## src/sv/dtb_ram.sv

```systemverilog
module dtb_ram #(
  parameter int WIDTH = 8,
  parameter int DEPTH = 16
) (
  input  logic                     clk,
  input  logic                     we,
  input  logic [$clog2(DEPTH)-1:0] waddr,
  input  logic [WIDTH-1:0]         wdata,
  input  logic [$clog2(DEPTH)-1:0] raddr,
  output logic [WIDTH-1:0]         rdata
);

  logic [WIDTH-1:0] mem [DEPTH];

  always_ff @(posedge clk) begin
    if (we) begin
      mem[waddr] <= wdata;
    end
    rdata <= mem[raddr];
  end

endmodule
```

## config.mk

```make
export PLATFORM = sky130hd
export DESIGN_NAME = dtb_ram
export DESIGN_NICKNAME = d
export VERILOG_FILES = /design/src/sv/dtb_ram.sv
export SDC_FILE = /design/constraint.sdc
export NUM_CORES = 1
export LEC_CHECK = 0
export ABC_CLOCK_PERIOD_IN_PS = 2800
export BUFFER_PORTS_ARGS = -buffer_cell sky130_fd_sc_hd__buf_2
export CAP_MARGIN = 25
export CORE_ASPECT_RATIO = 0.75
export CORE_MARGIN = 5
export CORE_UTILIZATION = 45
export DETAILED_ROUTE_END_ITERATION = 7
export PLACE_DENSITY = 0.59
export RECOVER_POWER = 50
export SETUP_SLACK_MARGIN = 0.3
export SLEW_MARGIN = 30
export SYNTH_ARGS = -nofsm -noshare
export SYNTH_HDL_FRONTEND = slang
export SYNTH_SLANG_ARGS = --single-unit
```

## constraint.sdc

```tcl
create_clock -name clk -period 2.8 [get_ports clk]
set_input_delay 0.14 -clock clk [delete_from_list [all_inputs] [get_ports clk]]
set_output_delay 0.14 -clock clk [all_outputs]
set_load 0.03 [all_outputs]
```

==> key figures, run 1 <==
Status
  – Status: completed

Synthesis
  – Syn nets: around 250
  – Syn Area/Cell: 22.5 µm²
  – Main synth FF type: edfxtp_1
  – Ys async rst share: 0%
  – Post-synth top area share: 74.7%
  – Synth Cell Area: between 0.005 and 0.006 mm²
  – Synth cell count leaders: edfxtp_1, mux4_2, a22oi_1, mux4_1, nor2_1
  – Post-synthesis cell type count: 19
  – Area leader, netlist: edfxtp_1
  – Cells taking the most area after synthesis: edfxtp_1, mux4_2, mux4_1, dfxtp_1, a22oi_1
  – Cell with the most instances after synthesis: edfxtp_1
  – Mapped Cells: between 200 and 250
  – Yosys synthesis warning count: 0
  – EDFF count, synth: 128
  – Yosys reg bits: around 140
  – Sequential element share of the synthesized area: between 70 and 80%

Setup path
  – CP arrival: approximately 1.7 ns
  – Slowest CP cell: mux4_1
  – Critical path data required time: 3.09 ns
  – Stages on the worst setup path: 5
  – Crit-path leading delay family: buffers and inverters
  – Crit path from: raddr[0]
  – Worst r2r path cells: 3
  – Worst setup endpoint: rdata[4]$_DFF_P_
  – CP endpoint kind: flop
  – CP peak stage delay: 0.60 ns
  – Critical path startpoint category: primary input
  – Worst setup path class: primary input to flop
  – R2r startpoint: mem[2][3]$_DFFE_PP_
  – Cell-by-cell trace of the critical path: buf_2 -> buf_4 -> mux4_1 -> a22oi_1 -> nand2_1
  – RR Endpoint: rdata[3]$_DFF_P_
  – Max FO, Critical Path: 14
  – R2R Setup Slk: 1.47 ns
  – Buf/Inv on CP: 2

Worst hold path
  – Worst Hold Class: primary input to flop

Cells and area
  – Register Area: 0.00400 mm²
  – ANT cells: 0
  – Multi-input gate area: 0.00106 mm²
  – Area Growth Syn to Fin: 17.6%
  – Final #Nets: 298
  – Share of cells above drive strength 1: 27.0%
  – Filler instances: about 860

Route
  – Drt pass-1 iters: 4
  – DRC: 0
  – 1st-iter DRT viols: about 170
  – Wire length per cell: 24.6 µm
  – Drt via density: 5.60
  – Total number of vias: around 2.4k
  – Routed Antenna Nets: 0
  – Total wire length: 10700 µm

STA
  – Slew margin rel.: 38.2%
  – Worst setup margin: approximately 1.4 ns
  – Slew Limit Fails: 0
  – Unrepaired setup endpoints after global routing: false
  – Final Cycle Share: about half
  – Tmin final: 1.40 ns
  – Sum of negative setup slack: 0 ns
  – Clk_skew: ~0.0075 ns
  – Final hold vios: 0
  – Final setup fails: 0
  – Worst-Margin Slew: 0.923 ns
  – Fmax: 714 MHz

Clock network
  – Clk_lat worst skew: 0.41 ns
  – Post-CTS setup buffer count: 0
  – Total clock buffers created by CTS: 17
  – Clock transition at path regs: about 0.050 ns
  – Post-CTS Resized: 0
  – Hold buffer count at CTS: 0
  – Sink Count: 136
  – CTS tree: yes
  – Clk buf depth: 2
  – CTS H-tree depth: 4
  – Root Driver: clkbuf_16

Die
  – Die width: 133 µm
  – Die area: 0.0137 mm²
  – I/O pin count: 26
  – Die height: ~100 µm
  – Row Count: 33
  – Core outline area: 0.0111 mm²
  – Initial core utilization: 46.5%

Power and ir drop
  – Switch share: 19.8%
  – Sequential Power Share: 48.7%
  – Total power: 4.70 mW
  – Sw power: 931 µW
  – Clock power frac: 46.4%
  – Leakage dissipation: 2.05 nW
  – Int Power: 3.77 mW
  – Comb power frac: 4.9%
  – PwrDens: about 780 mW/mm²
  – Peak supply drop: 0.422 mV

Placed design
  – Port Buffers: 25
  – Pre-CTS setup slack: ~0.93 ns
  – DPL Wire Length: about 6500 µm
  – Placer Congestion: 0.709

Job
  – Total of max-cap violations: 0

Global route
  – Pin count of the biggest net entering global routing: 33
  – Number of antenna violations at the first check in global routing: 0
  – First-pass GRT wire length: 15800 µm
  – Overall routing resource usage: 17.0%
  – Grt ovf: 0
  – Vias in the first global route: 2450
sequential cells by signal, summed over array words and instances (netlist names):
signal and cells:
mem 128, rdata 8
per-stage QoR:
step	area (µm²)	util [%]	cells	hold WS, ns
3_5_place_dp	5490	49.6	401	0.532
4_1_cts	6070	54.8	433	0.0890
2_1_floorplan	5150	-	229	0.239
5_1_grt	6050	54.7	433	0.243
3_3_place_gp	5490	49.6	401	0.528
6_report	6050	54.7	433	0.230
power by group through the flow:
stage | registers [mW] | clock network (mW) | logic, mW
detailed placement | 2.33 | 0 | 0.235
global route | 2.29 | 2.33 | 0.247
global placement | 2.33 | 0 | 0.231
floorplan | 2.36 | 0 | 0.116
finish | 2.29 | 2.18 | 0.228
CTS | 2.29 | 2.23 | 0.235
placed cells by master, fill, tap and decap left out:
master | Yosys | layout
edfxtp_1 | 128 | 128
mux4_2 | 18 | 18
clkbuf_16 | 0 | 17
a22oi_1 | 16 | 16
buf_2 | 3 | 16
buf_4 | 1 | 16
mux4_1 | 14 | 14
nor2_1 | 13 | 13
clkbuf_1 | 0 | 13
nand2_1 | 9 | 9
dfxtp_1 | 8 | 8
clkinv_2 | 0 | 7
nor3_1 | 4 | 4
bufinv_16 | 0 | 3
nand3b_1 | 2 | 2
nand2b_1 | 2 | 2
nor2b_1 | 1 | 1
and2_1 | 1 | 1
and2b_1 | 1 | 1
nand3_1 | 1 | 1
or3b_2 | 1 | 1
clkbuf_8 | 0 | 1
clkinv_1 | 0 | 1
worst min-delay path by stage:
stage,slack (ns),to,from,depth (start not counted)
CTS,0.09,mem[7][2]$_DFFE_PP_,wdata[2],1
global route,0.24,mem[4][2]$_DFFE_PP_,waddr[1],2
floorplan,0.24,mem[0][0]$_DFFE_PP_,wdata[0],0
finish,0.23,mem[4][1]$_DFFE_PP_,waddr[1],2
global placement,0.53,mem[11][2]$_DFFE_PP_,wdata[2],1
detailed placement,0.53,mem[12][2]$_DFFE_PP_,wdata[2],1
per-layer routing:
metal,up-vias,track usage (%),share of wire [%]
li1,1075,-,-
met1,1280,23.7,47
met2,59,25.9,48
met3,9,5.02,4.0
met4,0,5.93,0.77
met5,-,0,0
layout make-up:
type                    instances  share of cell area, %
flip-flops and latches        136                   66.1
multi-input cells              83                   17.5
clock buffers                  21                   7.44
repair buffers                 42                   3.93
well taps                     140                   2.89
clock inverters                11                   2.13
logic make-up (layout without fill, tap and decap cells):
| group | Yosys count | count (layout) | share of synthesized area (%) |
|---|---|---|---|
| DFF | 136 | 136 | 77.8 |
| muxes | 32 | 32 | 15.0 |
| buffers and inverters | 10 | 74 | 1.68 |
| AOI/OAI and AO/OA | 16 | 16 | 2.33 |
| and+or+nand+nor | 35 | 35 | 3.18 |
Power figures use the tool's default switching activity.
==> run 2: changes to the inputs <==
Settings changed: ABC_CLOCK_PERIOD_IN_PS 2800 to 1200, PLACE_DENSITY 0.59 to 0.61.
Clock period 2.8 ns to 1.2 ns, I/O delays scaled along.
==> run 2 against run 1 <==
Net effect:
- the flow now finishes with violations (setup timing)
- count of clock-buffer cells in the layout down 1
- sequential share of layout area down 3.7 points
- critical endpoint is now rdata[1]$_DFF_P_
- die area unchanged
- hold slack better by 0.0033 ns
- combinational power rose to 3.0 times the previous value
- via count up 0.50%
- largest power group is now the clock network
==> key figures, run 2 (synthesis gave the netlist of run 1 again) <==
Route
  – Drt pass-1 iters: 4 (unchanged)
  – 1st-iter DRT viols: 286 (+72%)
  – Drt via density: 5.55 (-0.88%)
  – Routed Antenna Nets: 0 (unchanged)
  – Total number of vias: 2435 (+0.50%)
  – Wire length per cell: 24.0 µm (-2.5%)
  – DRC: 0 (unchanged)
  – Total wire length: 10500 µm (-1.2%)

Cells and area
  – Final std cells w/o fill: 439 (+1.4%)
  – Largest Register: mem
  – Share of cells above drive strength 1: 42.8% (+16 points)
  – Final #Nets: 304 (+2.0%)
  – Area Growth Syn to Fin: 24.9%
  – Largest registers: mem x128, rdata x8
  – Most common cell after layout, fill and taps aside: edfxtp_1
  – Largest register FFs: 128 (unchanged)
  – ANT cells: 0 (unchanged)
  – Commonest cells after routing, fill and taps aside: edfxtp_1, mux4_2, clkbuf_16

Die
  – Die width: 133 µm (unchanged)
  – Die area: 0.0137 mm² (unchanged)
  – Core outline area: 0.0111 mm² (unchanged)
  – Row Count: 33 (unchanged)
  – Initial core utilization: 46.5% (unchanged)
  – I/O pin count: 26 (unchanged)
  – Die height: 103 µm (unchanged)

Setup path
  – Cell-by-cell trace of the critical path: mux4_2 -> a22oi_2 -> nand2_1
  – Worst setup path class: flop to flop
  – R2r startpoint: mem[15][1]$_DFFE_PP_
  – CP arrival: 1.58 ns (-0.11 ns)
  – Crit path from: mem[15][1]$_DFFE_PP_
  – Max FO, Critical Path: 1 (-13)
  – CP peak stage delay: 0.53 ns (-0.07 ns)
  – Critical path startpoint category: flop
  – Slowest CP cell: mux4_2
  – Critical path data required time: 1.49 ns (-1.60 ns)
  – CP endpoint kind: flop
  – Crit-path leading delay family: multiplexers
  – Buf/Inv on CP: 0 (-2)

Clock network
  – Total clock buffers created by CTS: 17 (unchanged)
  – Clk_lat worst skew: 0.42 ns (about the same)
  – Clock transition at path regs: 0.06 ns (about the same)
  – CTS tree: yes
  – Hold buffer count at CTS: 0 (unchanged)
  – Clk buf depth: 2 (unchanged)
  – Post-CTS setup buffer count: 0 (unchanged)
  – Sink Count: 136 (unchanged)
  – CTS H-tree depth: 4 (unchanged)
  – Root Driver: clkbuf_16

STA
  – Slew margin rel.: 43.8% (+5.6 points)
  – Worst-Margin Slew: 0.843 ns (-0.0805 ns)
  – Final hold vios: 0 (unchanged)
  – Slew Limit Fails: 0 (unchanged)
  – Clk_skew: 0.00701 ns (-0.000477 ns)
  – Fmax: 775 MHz
  – Unrepaired setup endpoints after global routing: true
  – Tmin final: between 1 and 1.5 ns
  – Final setup fails: 8 (+8)
  – Final Cycle Share: 108%
  – Worst setup margin: -0.0906 ns (-1.49 ns)

Placed design
  – Dpl cells: 407 (+1.5%)
  – Placer Congestion: 0.717 (+1.2%)
  – Port Buffers: 25 (unchanged)
  – DPL Wire Length: 6770 µm (+4.1%)

Global route
  – Number of antenna violations at the first check in global routing: 0 (unchanged)
  – Pin count of the biggest net entering global routing: 20 (-39%)
  – Vias in the first global route: 2629 (+7.3%)
  – Overall routing resource usage: 17.1% (+0.14 points)
  – First-pass GRT wire length: 16100 µm (+1.8%)
  – Grt ovf: 0 (unchanged)

Worst hold path
  – Hold Crit Start: raddr[2]
  – Worst Hold Class: primary input to flop

Status
  – Status: finished with violations
  – Violations in the final reports: setup timing

Job
  – Total of max-cap violations: 0 (unchanged)

Power and ir drop
  – Peak supply drop: 1.15 mV (+170%)
  – Total power: 11.4 mW (+140%)
  – Leakage dissipation: 2.10 nW (+2.4%)
  – PwrDens: 1780 mW/mm² (+130%)
[run 2: changes by cell type in the layout (fill, tap and decap cells not counted), sizes merged]
| cell | previous run | this run |
|---|---|---|
| buf | 32 | 38 |
| bufinv | 3 | 4 |
| clkbuf | 31 | 30 |
| clkinv | 8 | 5 |
| clkinvlp | 0 | 2 |
| inv | 0 | 1 |
[run 2: worst min-delay path: stages]
cell	delay (ns)
buf_2	0.11
nor2b_1	0.15
a22oi_1	0.22
nand2_1	0.07
[run 2: final timing paths]
| check | cells past startpoint | slack [ns] | to |
|---|---|---|---|
| setup / recovery | 3 | -0.09 | rdata[1]$_DFF_P_ |
| setup reg to reg | 3 | -0.09 | rdata[1]$_DFF_P_ |
| hold reg to reg | 3 | 0.69 | rdata[0]$_DFF_P_ |
| hold / removal | 4 | 0.23 | rdata[7]$_DFF_P_ |
[run 2: area by class of cell]
type | instances | area, µm²
clock buffer | 20 | 437
clock inverter | 12 | 175
fill | 823 | 4640
multi-input combinational | 83 | 1130
sequential | 136 | 4010
tap | 140 | 175
timing repair buffer | 48 | 494
[run 2: what timing repair did]
item	4_1_cts	5_1_grt
setup endpoints to repair	16	18
hold endpoints to repair	0	0
pin swaps	2	2
resized for setup	30	1
[run 2: routing by layer]
layer	track usage, %	share of wire, %	vias up
met4	4.98	0.68	0
met2	24.5	45	82
met5	0	0	-
li1	-	-	1077
met1	25.0	48	1267
met3	6.20	6.1	9
[run 2: stage by stage]
| stage | worst slack, ns | instance area (µm²) | hold WS [ns] | TNS [ns] | util, % |
|---|---|---|---|---|---|
| detailed placement | -0.255 | 5740 | 0.491 | -4.85 | 51.9 |
| global placement | -0.259 | 5740 | 0.472 | -3.94 | 51.9 |
| global route | -0.129 | 6430 | 0.259 | -0.781 | 58.1 |
| floorplan | 0.0370 | 5230 | 0.159 | 0 | - |
| finish | -0.0906 | 6430 | 0.234 | -0.488 | 58.1 |
| CTS | -0.112 | 6450 | 0.0450 | -0.564 | 58.3 |
[run 2: report_power, final]
part	switching (mW)	total [mW]	internal (mW)	leakage [nW]
clock network	1.90	5.37	3.47	0.292
logic	0.390	0.687	0.297	0.580
registers	0.0382	5.36	5.32	1.22
total	2.33	11.4	9.09	2.10
